## src/design/aac_rtp_interleaved_packetizer_macros.svh

```systemverilog
// ----------------------------------------------------------------------------
// AAC RTP packetizer assertion macros
// Concurrent assertion wrappers; empty bodies when SYNTHESIS is defined.
// ----------------------------------------------------------------------------
`ifndef AAC_RTP_INTERLEAVED_PACKETIZER_MACROS_SVH
`define AAC_RTP_INTERLEAVED_PACKETIZER_MACROS_SVH

`ifndef SYNTHESIS
// Checked only outside reset
`define AAC_PK_ASSERT(name, clk, rstn, prop, msg) \
    name: assert property (@(posedge clk) disable iff (!rstn) prop) else $error(msg);
// Checked at every edge, reset included
`define AAC_PK_ASSERT_ALWAYS(name, clk, prop, msg) \
    name: assert property (@(posedge clk) prop) else $error(msg);
`else
`define AAC_PK_ASSERT(name, clk, rstn, prop, msg)
`define AAC_PK_ASSERT_ALWAYS(name, clk, prop, msg)
`endif

`endif

```

## src/design/aac_pk_pkg.sv

```systemverilog
// ----------------------------------------------------------------------------
// AAC RTP packetizer package
// Payload types, microcode format, program ROM and header constants.
// ----------------------------------------------------------------------------
package aac_pk_pkg;

    typedef struct packed {
        logic [7:0]  data_byte;
        logic [12:0] frame_len;
        logic [31:0] stamp_ms;
    } in_item_t;

    typedef struct packed {
        logic [7:0] out_byte;
        logic       packet_start;
        logic       packet_last;
    } out_item_t;

    localparam int unsigned HEADER_BYTES = 20;

    // Header byte values
    localparam logic [7:0]  HDR_DOLLAR  = 8'h24;
    localparam logic [7:0]  HDR_RTP_V2  = 8'h80;
    localparam logic [7:0]  HDR_AU_HI   = 8'h00;
    localparam logic [7:0]  HDR_AU_LO   = 8'h10;
    localparam logic [15:0] LEN_ADJUST  = 16'd16;

    // sample_rate / 1000 by reciprocal: exact for every 17-bit rate
    localparam logic [17:0] RATE_RECIP  = 18'd134218;
    localparam int unsigned RATE_SHIFT  = 27;

    // Configuration register indexes
    localparam logic [2:0] REG_MTU_SIZE    = 3'd0;
    localparam logic [2:0] REG_SAMPLE_RATE = 3'd1;
    localparam logic [2:0] REG_SSRC        = 3'd2;
    localparam logic [2:0] REG_PAYLOAD_TYP = 3'd3;
    localparam logic [2:0] REG_CHANNEL     = 3'd4;
    localparam logic [2:0] REG_CYCLE_MS    = 3'd5;
    localparam logic [2:0] REG_INIT_SEQ    = 3'd6;

    // Microcode
    localparam int unsigned STEP_W = 5;
    localparam int unsigned HSEL_W = 5;

    localparam logic [STEP_W-1:0] STEP_FETCH = 5'd0;
    localparam logic [STEP_W-1:0] STEP_OPEN  = 5'd1;
    localparam logic [STEP_W-1:0] STEP_DIVW  = 5'd2;
    localparam logic [STEP_W-1:0] STEP_MUL   = 5'd3;
    localparam logic [STEP_W-1:0] STEP_FRAG  = 5'd4;
    localparam logic [STEP_W-1:0] STEP_HDR0  = 5'd5;
    localparam logic [STEP_W-1:0] STEP_HDRN  = 5'd24;
    localparam logic [STEP_W-1:0] STEP_DATA  = 5'd25;

    // Header byte positions
    localparam logic [HSEL_W-1:0] HB_DOLLAR  = 5'd0;
    localparam logic [HSEL_W-1:0] HB_CHANNEL = 5'd1;
    localparam logic [HSEL_W-1:0] HB_LEN_HI  = 5'd2;
    localparam logic [HSEL_W-1:0] HB_LEN_LO  = 5'd3;
    localparam logic [HSEL_W-1:0] HB_RTP_V2  = 5'd4;
    localparam logic [HSEL_W-1:0] HB_MARK_PT = 5'd5;
    localparam logic [HSEL_W-1:0] HB_SEQ_HI  = 5'd6;
    localparam logic [HSEL_W-1:0] HB_SEQ_LO  = 5'd7;
    localparam logic [HSEL_W-1:0] HB_TS_3    = 5'd8;
    localparam logic [HSEL_W-1:0] HB_TS_2    = 5'd9;
    localparam logic [HSEL_W-1:0] HB_TS_1    = 5'd10;
    localparam logic [HSEL_W-1:0] HB_TS_0    = 5'd11;
    localparam logic [HSEL_W-1:0] HB_SSRC_3  = 5'd12;
    localparam logic [HSEL_W-1:0] HB_SSRC_2  = 5'd13;
    localparam logic [HSEL_W-1:0] HB_SSRC_1  = 5'd14;
    localparam logic [HSEL_W-1:0] HB_SSRC_0  = 5'd15;
    localparam logic [HSEL_W-1:0] HB_AU_HI   = 5'd16;
    localparam logic [HSEL_W-1:0] HB_AU_LO   = 5'd17;
    localparam logic [HSEL_W-1:0] HB_FLEN_HI = 5'd18;
    localparam logic [HSEL_W-1:0] HB_FLEN_LO = 5'd19;

    typedef enum logic [2:0] {
        ACT_FETCH,
        ACT_DIV_START,
        ACT_DIV_WAIT,
        ACT_TS_MUL,
        ACT_FRAG,
        ACT_HDR,
        ACT_DATA
    } act_t;

    typedef enum logic [1:0] {
        COND_NEXT,
        COND_JUMP,
        COND_DIV_BUSY,
        COND_DISPATCH
    } cond_t;

    typedef struct packed {
        act_t              act;
        cond_t             cond;
        logic [HSEL_W-1:0] hsel;
        logic [STEP_W-1:0] target;
    } ucode_t;

    typedef struct packed {
        logic accept;
        logic frame_open;
        logic frag_open;
        logic flen_zero;
        logic div_busy;
        logic out_free;
    } seq_status_t;

    function automatic ucode_t ucode_rom(input logic [STEP_W-1:0] step);
        ucode_t w;
        w = '{act: ACT_FETCH, cond: COND_JUMP, hsel: '0, target: STEP_FETCH};
        case (step) inside
            STEP_FETCH: w = '{act: ACT_FETCH, cond: COND_DISPATCH, hsel: '0,
                              target: STEP_FETCH};
            STEP_OPEN:  w = '{act: ACT_DIV_START, cond: COND_NEXT, hsel: '0,
                              target: STEP_FETCH};
            STEP_DIVW:  w = '{act: ACT_DIV_WAIT, cond: COND_DIV_BUSY, hsel: '0,
                              target: STEP_DIVW};
            STEP_MUL:   w = '{act: ACT_TS_MUL, cond: COND_NEXT, hsel: '0,
                              target: STEP_FETCH};
            STEP_FRAG:  w = '{act: ACT_FRAG, cond: COND_NEXT, hsel: '0,
                              target: STEP_FETCH};
            [STEP_HDR0:STEP_HDRN]:
                        w = '{act: ACT_HDR, cond: COND_NEXT,
                              hsel: HSEL_W'(step - STEP_HDR0), target: STEP_FETCH};
            STEP_DATA:  w = '{act: ACT_DATA, cond: COND_JUMP, hsel: '0,
                              target: STEP_FETCH};
            default:    w = '{act: ACT_FETCH, cond: COND_JUMP, hsel: '0,
                              target: STEP_FETCH};
        endcase
        return w;
    endfunction

endpackage

```

## src/design/aac_rtp_interleaved_packetizer.sv

```systemverilog
// ----------------------------------------------------------------------------
// AAC RTP interleaved packetizer
// Cuts AAC frames into RTP packets framed for RTSP interleaved transport.
// ----------------------------------------------------------------------------
// Frame bytes enter on s_valid/s_ready/s_data, one per transaction; frame_len
// and stamp_ms are taken on a frame's first byte. Packet bytes leave on
// m_valid/m_ready/m_data, one per transaction, flagged on '$' and on the last
// byte of each packet. The user must write the registers through cfg_valid,
// cfg_ready, cfg_index and cfg_data only while the block is idle (not enforced).
// Within an open fragment a byte that is taken shows on m_data the next cycle,
// so the stream runs at one byte per cycle while m_ready stays high. A frame's
// first byte is held while the sequencer starts the serial remainder unit for
// the timestamp, waits on it, does one multiply and the fragment setup, and
// sends the 20 header bytes; then the held data byte leaves. A byte opening a
// later fragment goes through setup and the 20 header bytes before it leaves.
// Header bytes leave one per cycle from the microcoded sequencer, barring stalls.
// Reset restores register defaults, closes any frame and empties the output.
// With m_valid high and m_ready low the byte holds and emitting steps stall.
// ----------------------------------------------------------------------------
`include "aac_rtp_interleaved_packetizer_macros.svh"

module aac_rtp_interleaved_packetizer (
    input  logic                  aclk,
    input  logic                  aresetn,
    input  logic                  s_valid,
    output logic                  s_ready,
    input  aac_pk_pkg::in_item_t  s_data,
    output logic                  m_valid,
    input  logic                  m_ready,
    output aac_pk_pkg::out_item_t m_data,
    input  logic                  cfg_valid,
    output logic                  cfg_ready,
    input  logic [2:0]            cfg_index,
    input  logic [31:0]           cfg_data
);

    // configuration
    logic [10:0] mtu_reg;
    logic [16:0] rate_reg;
    logic [31:0] ssrc_reg;
    logic [6:0]  pt_reg;
    logic [7:0]  chan_reg;
    logic [31:0] cycle_reg;

    // packet state
    logic [15:0] seq_reg, seq_next;
    logic [12:0] frame_rem_reg, frame_rem_next;
    logic [10:0] frag_rem_reg, frag_rem_next;
    logic [12:0] flen_reg;
    logic [31:0] ts_reg;
    logic [31:0] stamp_reg;
    logic [7:0]  pend_reg;
    logic [10:0] frag_len_reg;
    logic        mark_reg;
    logic [7:0]  rate_q_reg;
    logic        out_valid_reg, out_valid_next;
    aac_pk_pkg::out_item_t out_data_reg, out_data_next;

    aac_pk_pkg::ucode_t      ctrl;
    aac_pk_pkg::seq_status_t st;

    logic        cfg_fire;
    logic        out_free;
    logic        accept;
    logic        frame_open;
    logic        frag_open;
    logic        open_frame;
    logic        hdr_fire;
    logic        data_fire;
    logic [7:0]  data_src;
    logic [7:0]  hdr_byte;
    logic [15:0] pkt_len;
    logic [10:0] cap;
    logic [10:0] frag_calc;
    logic        mark_calc;
    logic [34:0] rate_prod;
    logic [39:0] ts_prod;
    logic        div_busy;
    logic [31:0] div_rem;

    assign cfg_ready  = 1'b1;
    assign cfg_fire   = cfg_valid && cfg_ready;
    assign out_free   = !out_valid_reg || m_ready;
    assign s_ready    = (ctrl.act == aac_pk_pkg::ACT_FETCH) && out_free;
    assign accept     = s_valid && s_ready;
    assign frame_open = (frame_rem_reg != '0);
    assign frag_open  = (frag_rem_reg != '0);
    assign open_frame = accept && !frame_open && (s_data.frame_len != '0);
    assign hdr_fire   = (ctrl.act == aac_pk_pkg::ACT_HDR) && out_free;
    assign data_fire  = ((ctrl.act == aac_pk_pkg::ACT_DATA) && out_free) ||
                        (accept && frame_open && frag_open);
    assign data_src   = (ctrl.act == aac_pk_pkg::ACT_DATA) ? pend_reg : s_data.data_byte;
    assign m_valid    = out_valid_reg;
    assign m_data     = out_data_reg;

    assign st = '{accept: accept, frame_open: frame_open, frag_open: frag_open,
                  flen_zero: (s_data.frame_len == '0), div_busy: div_busy,
                  out_free: out_free};

    aac_pk_seq u_seq (
        .aclk    (aclk),
        .aresetn (aresetn),
        .st      (st),
        .ctrl    (ctrl)
    );

    aac_pk_rem u_rem (
        .aclk      (aclk),
        .aresetn   (aresetn),
        .start     (ctrl.act == aac_pk_pkg::ACT_DIV_START),
        .dividend  (stamp_reg),
        .divisor   (cycle_reg),
        .busy      (div_busy),
        .remainder (div_rem)
    );

    assign rate_prod = 35'(rate_reg) * 35'(aac_pk_pkg::RATE_RECIP);
    assign ts_prod   = 40'(rate_q_reg) * 40'(div_rem);

    // fragment payload limit and marker
    assign cap       = (mtu_reg > 11'(aac_pk_pkg::HEADER_BYTES))
                     ? mtu_reg - 11'(aac_pk_pkg::HEADER_BYTES) : 11'd1;
    assign frag_calc = (frame_rem_reg < {2'b00, cap}) ? frame_rem_reg[10:0] : cap;
    assign mark_calc = (frame_rem_reg <= {2'b00, cap});
    assign pkt_len   = 16'(frag_len_reg) + aac_pk_pkg::LEN_ADJUST;

    always_comb begin
        case (ctrl.hsel)
            aac_pk_pkg::HB_DOLLAR:  hdr_byte = aac_pk_pkg::HDR_DOLLAR;
            aac_pk_pkg::HB_CHANNEL: hdr_byte = chan_reg;
            aac_pk_pkg::HB_LEN_HI:  hdr_byte = pkt_len[15:8];
            aac_pk_pkg::HB_LEN_LO:  hdr_byte = pkt_len[7:0];
            aac_pk_pkg::HB_RTP_V2:  hdr_byte = aac_pk_pkg::HDR_RTP_V2;
            aac_pk_pkg::HB_MARK_PT: hdr_byte = {mark_reg, pt_reg};
            aac_pk_pkg::HB_SEQ_HI:  hdr_byte = seq_reg[15:8];
            aac_pk_pkg::HB_SEQ_LO:  hdr_byte = seq_reg[7:0];
            aac_pk_pkg::HB_TS_3:    hdr_byte = ts_reg[31:24];
            aac_pk_pkg::HB_TS_2:    hdr_byte = ts_reg[23:16];
            aac_pk_pkg::HB_TS_1:    hdr_byte = ts_reg[15:8];
            aac_pk_pkg::HB_TS_0:    hdr_byte = ts_reg[7:0];
            aac_pk_pkg::HB_SSRC_3:  hdr_byte = ssrc_reg[31:24];
            aac_pk_pkg::HB_SSRC_2:  hdr_byte = ssrc_reg[23:16];
            aac_pk_pkg::HB_SSRC_1:  hdr_byte = ssrc_reg[15:8];
            aac_pk_pkg::HB_SSRC_0:  hdr_byte = ssrc_reg[7:0];
            aac_pk_pkg::HB_AU_HI:   hdr_byte = aac_pk_pkg::HDR_AU_HI;
            aac_pk_pkg::HB_AU_LO:   hdr_byte = aac_pk_pkg::HDR_AU_LO;
            aac_pk_pkg::HB_FLEN_HI: hdr_byte = flen_reg[12:5];
            aac_pk_pkg::HB_FLEN_LO: hdr_byte = {flen_reg[4:0], 3'b000};
            default:                hdr_byte = '0;
        endcase
    end

    always_comb begin
        out_valid_next = out_valid_reg && !m_ready;
        out_data_next  = out_data_reg;
        if (hdr_fire) begin
            out_valid_next = 1'b1;
            out_data_next  = '{out_byte: hdr_byte,
                               packet_start: (ctrl.hsel == aac_pk_pkg::HB_DOLLAR),
                               packet_last: 1'b0};
        end else if (data_fire) begin
            out_valid_next = 1'b1;
            out_data_next  = '{out_byte: data_src, packet_start: 1'b0,
                               packet_last: (frag_rem_reg == 11'd1)};
        end

        frame_rem_next = frame_rem_reg;
        if (open_frame) begin
            frame_rem_next = s_data.frame_len;
        end else if (data_fire) begin
            frame_rem_next = frame_rem_reg - 13'd1;
        end

        frag_rem_next = frag_rem_reg;
        if (ctrl.act == aac_pk_pkg::ACT_FRAG) begin
            frag_rem_next = frag_calc;
        end else if (data_fire) begin
            frag_rem_next = frag_rem_reg - 11'd1;
        end

        seq_next = seq_reg;
        if (cfg_fire && (cfg_index == aac_pk_pkg::REG_INIT_SEQ)) begin
            seq_next = cfg_data[15:0];
        end else if (hdr_fire && (ctrl.hsel == aac_pk_pkg::HB_FLEN_LO)) begin
            // advance once the header of this packet is out
            seq_next = seq_reg + 16'd1;
        end
    end

    always_ff @(posedge aclk) begin
        if (!aresetn) begin
            mtu_reg       <= 11'd1400;
            rate_reg      <= 17'd44100;
            ssrc_reg      <= '0;
            pt_reg        <= 7'd97;
            chan_reg      <= '0;
            cycle_reg     <= 32'hFFFF_FFFF;
            seq_reg       <= '0;
            frame_rem_reg <= '0;
            frag_rem_reg  <= '0;
            out_valid_reg <= 1'b0;
        end else begin
            if (cfg_fire) begin
                case (cfg_index)
                    aac_pk_pkg::REG_MTU_SIZE:    mtu_reg      <= cfg_data[10:0];
                    aac_pk_pkg::REG_SAMPLE_RATE: rate_reg     <= cfg_data[16:0];
                    aac_pk_pkg::REG_SSRC:        ssrc_reg     <= cfg_data;
                    aac_pk_pkg::REG_PAYLOAD_TYP: pt_reg       <= cfg_data[6:0];
                    aac_pk_pkg::REG_CHANNEL:     chan_reg     <= cfg_data[7:0];
                    aac_pk_pkg::REG_CYCLE_MS:    cycle_reg    <= cfg_data;
                    default: ;
                endcase
            end
            seq_reg       <= seq_next;
            frame_rem_reg <= frame_rem_next;
            frag_rem_reg  <= frag_rem_next;
            out_valid_reg <= out_valid_next;
        end
        out_data_reg <= out_data_next;
        if (accept) begin
            pend_reg <= s_data.data_byte;
        end
        if (open_frame) begin
            flen_reg  <= s_data.frame_len;
            stamp_reg <= s_data.stamp_ms;
        end
        if (ctrl.act == aac_pk_pkg::ACT_DIV_START) begin
            rate_q_reg <= rate_prod[34:aac_pk_pkg::RATE_SHIFT];
        end
        if (ctrl.act == aac_pk_pkg::ACT_TS_MUL) begin
            ts_reg <= ts_prod[31:0];
        end
        if (ctrl.act == aac_pk_pkg::ACT_FRAG) begin
            frag_len_reg <= frag_calc;
            mark_reg     <= mark_calc;
        end
    end

    // an open fragment always lies inside an open frame
    `AAC_PK_ASSERT(a_frag_in_frame, aclk, aresetn, (frame_rem_reg == '0) |-> (frag_rem_reg == '0), "fragment open without a frame")
    // the remainder unit runs only while the sequencer waits on it
    `AAC_PK_ASSERT(a_div_owned, aclk, aresetn, div_busy |-> (ctrl.act == aac_pk_pkg::ACT_DIV_WAIT), "remainder unit busy outside its wait step")
    // one sequence step per packet, taken after the last header byte
    `AAC_PK_ASSERT(a_seq_step, aclk, aresetn, (hdr_fire && (ctrl.hsel == aac_pk_pkg::HB_FLEN_LO) && !cfg_fire) |=> (seq_reg == $past(seq_reg) + 16'd1), "sequence number did not advance")
    // no input is taken while a header is being sent
    `AAC_PK_ASSERT_ALWAYS(a_no_accept_in_hdr, aclk, (ctrl.act == aac_pk_pkg::ACT_HDR) |-> !s_ready, "input ready during header")

endmodule

```

## src/design/aac_pk_rem.sv

```systemverilog
// ----------------------------------------------------------------------------
// AAC RTP packetizer remainder unit
// Restoring 32-bit remainder, one quotient bit per cycle; divisor zero
// leaves the dividend unchanged.
// ----------------------------------------------------------------------------
module aac_pk_rem (
    input  logic        aclk,
    input  logic        aresetn,
    input  logic        start,
    input  logic [31:0] dividend,
    input  logic [31:0] divisor,
    output logic        busy,
    output logic [31:0] remainder
);

    logic        busy_reg;
    logic [4:0]  cnt_reg;
    logic [31:0] num_reg;
    logic [31:0] rem_reg;
    logic [32:0] shifted;
    logic [32:0] diff;

    assign shifted   = {rem_reg, num_reg[31]};
    assign diff      = shifted - {1'b0, divisor};
    assign busy      = busy_reg;
    assign remainder = rem_reg;

    always_ff @(posedge aclk) begin
        if (!aresetn) begin
            busy_reg <= 1'b0;
            cnt_reg  <= '0;
        end else if (start) begin
            busy_reg <= 1'b1;
            cnt_reg  <= '0;
            num_reg  <= dividend;
            rem_reg  <= '0;
        end else if (busy_reg) begin
            num_reg <= {num_reg[30:0], 1'b0};
            // subtract when the partial remainder reaches the divisor
            rem_reg <= diff[32] ? shifted[31:0] : diff[31:0];
            cnt_reg <= cnt_reg + 5'd1;
            if (cnt_reg == 5'd31) begin
                busy_reg <= 1'b0;
            end
        end
    end

endmodule

```

## src/design/aac_pk_seq.sv

```systemverilog
// ----------------------------------------------------------------------------
// AAC RTP packetizer sequencer
// Step counter over the microcode ROM with stalls and conditional jumps.
// ----------------------------------------------------------------------------
module aac_pk_seq (
    input  logic                  aclk,
    input  logic                  aresetn,
    input  aac_pk_pkg::seq_status_t st,
    output aac_pk_pkg::ucode_t    ctrl
);

    logic [aac_pk_pkg::STEP_W-1:0] step_reg;
    logic [aac_pk_pkg::STEP_W-1:0] step_next;
    logic [aac_pk_pkg::STEP_W-1:0] step_inc;
    logic                          stall;

    assign ctrl     = aac_pk_pkg::ucode_rom(step_reg);
    assign step_inc = step_reg + aac_pk_pkg::STEP_W'(1);
    // hold an emitting step until the output register can take a byte
    assign stall    = ((ctrl.act == aac_pk_pkg::ACT_HDR) ||
                       (ctrl.act == aac_pk_pkg::ACT_DATA)) && !st.out_free;

    always_comb begin
        step_next = step_reg;
        if (!stall) begin
            case (ctrl.cond)
                aac_pk_pkg::COND_NEXT: step_next = step_inc;
                aac_pk_pkg::COND_JUMP: step_next = ctrl.target;
                aac_pk_pkg::COND_DIV_BUSY: step_next = st.div_busy ? ctrl.target : step_inc;
                aac_pk_pkg::COND_DISPATCH: begin
                    if (!st.accept) begin
                        step_next = step_reg;
                    end else if (!st.frame_open) begin
                        // drop a frame that claims zero length
                        step_next = st.flen_zero ? aac_pk_pkg::STEP_FETCH
                                                 : aac_pk_pkg::STEP_OPEN;
                    end else if (!st.frag_open) begin
                        step_next = aac_pk_pkg::STEP_FRAG;
                    end else begin
                        step_next = aac_pk_pkg::STEP_FETCH;
                    end
                end
                default: step_next = aac_pk_pkg::STEP_FETCH;
            endcase
        end
    end

    always_ff @(posedge aclk) begin
        if (!aresetn) begin
            step_reg <= aac_pk_pkg::STEP_FETCH;
        end else begin
            step_reg <= step_next;
        end
    end

endmodule
```

## config.mk

```make
export PLATFORM = sky130hd
export DESIGN_NAME = aac_rtp_interleaved_packetizer
export DESIGN_NICKNAME = d
export VERILOG_FILES = /design/src/design/aac_pk_pkg.sv /design/src/design/aac_rtp_interleaved_packetizer.sv /design/src/design/aac_pk_rem.sv /design/src/design/aac_pk_seq.sv
export VERILOG_INCLUDE_DIRS = /design/src /design/src/design
export SDC_FILE = /design/constraint.sdc
export NUM_CORES = 1
export LEC_CHECK = 0
export BUFFER_PORTS_ARGS = -buffer_cell sky130_fd_sc_hd__buf_4
export CORE_MARGIN = 4
export CORE_UTILIZATION = 60
export CTS_CLUSTER_SIZE = 10
export DETAILED_ROUTE_END_ITERATION = 12
export GPL_ROUTABILITY_DRIVEN = 0
export PLACE_DENSITY_LB_ADDON = 0.25
export RECOVER_POWER = 25
export SYNTH_ARGS = -nofsm -noshare
export SYNTH_HDL_FRONTEND = slang
export SYNTH_HIERARCHICAL = 1
export SYNTH_SLANG_ARGS = --single-unit
```

## constraint.sdc

```tcl
create_clock -name aclk -period 14.2 [get_ports aclk]
set_input_delay 0.71 -clock aclk [delete_from_list [all_inputs] [get_ports aclk]]
set_output_delay 0.71 -clock aclk [all_outputs]
set_load 0.02 [all_outputs]
```

==> impl_metrics.py <==
metrics = {
    "sta": {
        "setup_ws_ns": 8.37,
        "period_needed_ns": 5.83,
        "setup_viol_count_final": 0,
        "clock_skew_ns": 0.0214,
        "fmax_mhz": 172,
        "worst_pin_slew_ns": 4.10,
        "rsz0062_at_grt": "false",
        "finalHoldViolations": 0,
        "fin_crit_sh_pct": 41.0,
        "final_max_slew_viol_count": 133,
        "hold_ws_ns": 0.344,
        "relSlewSlack_pct": -173,
        "fin_setup_tns_ns": 0,
    },
    "synth": {
        "avgSynthCellArea_um2": 9.45,
        "synth_cells": 2845,
        "syn_area_um2": 26900,
        "synth_warnings": 6,
        "syn_nets": 3372,
    },
    "flow_run": {
        "cap_violations": 2,
    },
    "layout": {
        "multiInputGateArea_um2": 16600,
        "drive_gt1_share_pct": 7.42,
        "synthToLayoutAreaGrowth_pct": 8.55,
        "regArea_um2": 8550,
        "fill_cells": 3504,
        "final_cell_area_um2": 29200,
        "layout.nets": 3437,
    },
    "floorplanning": {
        "dieArea_um2": 48300,
        "pin_count": 106,
        "die_w_um": 220,
        "die_h_um": 220,
        "num_rows": 77,
        "placeableCoreArea_um2": 44200,
        "initial_utilization_pct": 60.8,
    },
    "worst_setup_path": {
        "crit_chain": "nand2_1 > fa_1 > fa_1 > inv_1 > fa_1 > inv_1 > fa_1 > inv_1 > ha_1 > o21a_1 > o31a_1 > o311a_1 > o21ai_0 > a31oi_1 > o211a_1 > a311o_1",
        "crit_path_end_kind": "flop",
        "setup.worst_path.class": "flop to flop",
        "cp.depth": 16,
        "crit_top_cell": "fa_1",
        "crit_family": "adder cells",
        "max_stage_delay_ns": 0.98,
        "critPathLaunchType": "flop",
        "crit_path_top_delay_cell": "edfxtp_1",
        "crit_buf_inv": 3,
        "cp_max_fo": 30,
        "ff2ff_path_depth": 16,
        "required_ns": 14.51,
        "cp.arrival_ns": 6.14,
    },
    "global_routing": {
        "grt.busiest_layer": "met2",
        "met2_usage_pct": 48.3,
        "antenna_found_initial": 0,
        "grt_pass1_vias": 21563,
        "overflow": 0,
        "grt_pass1_wl_mm": 116,
        "met3_usage_pct": 6.44,
        "grt_max_degree": 87,
        "grt_use_total_pct": 30.2,
        "met1_usage_pct": 40.3,
    },
    "clock_network": {
        "cts_buffer_depth": 3,
        "cts_buffers": 41,
        "post-cts-setup-buffer-count": 0,
        "cts_tree": "built",
        "cts_htree_levels": 2,
        "clk_latency_ns": 0.57,
        "ctsHoldBuffers": 0,
        "cts_resized": 0,
        "cts_root_buffer": "clkbuf_16",
        "path_clk_slew_ns": 0.06,
        "numClockSinks": 338,
    },
    "placed_design": {
        "portBuffers": 104,
        "hpwl_mm": 54.2,
        "place_area_um2": 28100,
        "dp_worst_setup_slack_ns": 8.50,
    },
    "detailed_routing": {
        "drtPass1Iterations": 10,
        "vias_per_cell": 6.09,
        "wl_mm": 72.3,
        "ant_nets": 0,
        "post_drt_wl_per_cell_um": 20.5,
        "vias": 21508,
        "drc_errors": 0,
        "detail_route.iter0.violations": 2322,
    },
    "power_and_ir_drop": {
        "p_total_uw": 4280,
        "cellLeakagePower_uw": 0.0128,
        "max-vdd-ir-drop_mv": 0.115,
        "p_per_area_nw_per_um2": 147,
    },
    "status": {
        "violations": "capacitance limit, slew limit",
        "status": "finished with violations",
    },
    "hold_path": {
        "min_path_cells": 1,
        "hp-class": "input pin to flop",
    },
}
## worst register-to-register path: stages, from the launching register on
cell and delay [ns]:
edfxtp_1 0.98, nand2_1 0.20, fa_1 0.54, fa_1 0.54, inv_1 0.05, fa_1 0.48
inv_1 0.05, fa_1 0.48, inv_1 0.04, ha_1 0.32, o21a_1 0.13, o31a_1 0.13
o311a_1 0.34, o21ai_0 0.47, a31oi_1 0.24, o211a_1 0.27, a311o_1 0.33
## power by group
part	internal [uW]	total (uW)	leakage (uW)	switching [uW]
clock	568	968	0.000588	399
sequential	1230	1320	0.00292	96.0
combinational	792	1990	0.00929	1200
total	2590	4280	0.0128	1690
## final timing paths
check,from,end,slack [ns]
max reg2reg,rate_q_reg[2],ts_reg[29],8.37
max,rate_q_reg[2],ts_reg[29],8.37
min,s_data[12],stamp_reg[12],0.34
min reg2reg,ssrc_reg[27],ssrc_reg[27],0.46
## layout by cell type (no fill, tap or decap), drive strengths merged, types with 59 or more instances in the layout
cell	count
nor2	133
edfxtp	178
a21oi	151
and2	165
ha	235
xnor2	59
nand3	93
fa	199
dfxtp	160
nand2	374
o21ai	72
clkbuf	138
inv	360
## layer usage
layer	routed length, um	vias to the layer above
met5	0	-
met4	3130	0
met3	6920	216
met2	33100	1029
met1	29200	10423
li1	-	9840
## area by class of cell
class	instances	share of cell area, %
Sequential cell	338	29.3
Clock inverter	4	0.0943
Inverter	362	4.67
Antenna cell	1	0.00857
Multi-Input combinational cell	2049	56.7
Timing Repair Buffer	118	2.57
Clock buffer	68	4.08
Tap cell	592	2.54
## metrics by stage
step	util, %	std cells
floorplan	-	2845
global placement	63.5	3458
detailed placement	63.5	3458
CTS	66.3	3530
global route	66.0	3531
finish	66.0	3532
Power figures use the tool's default switching activity.
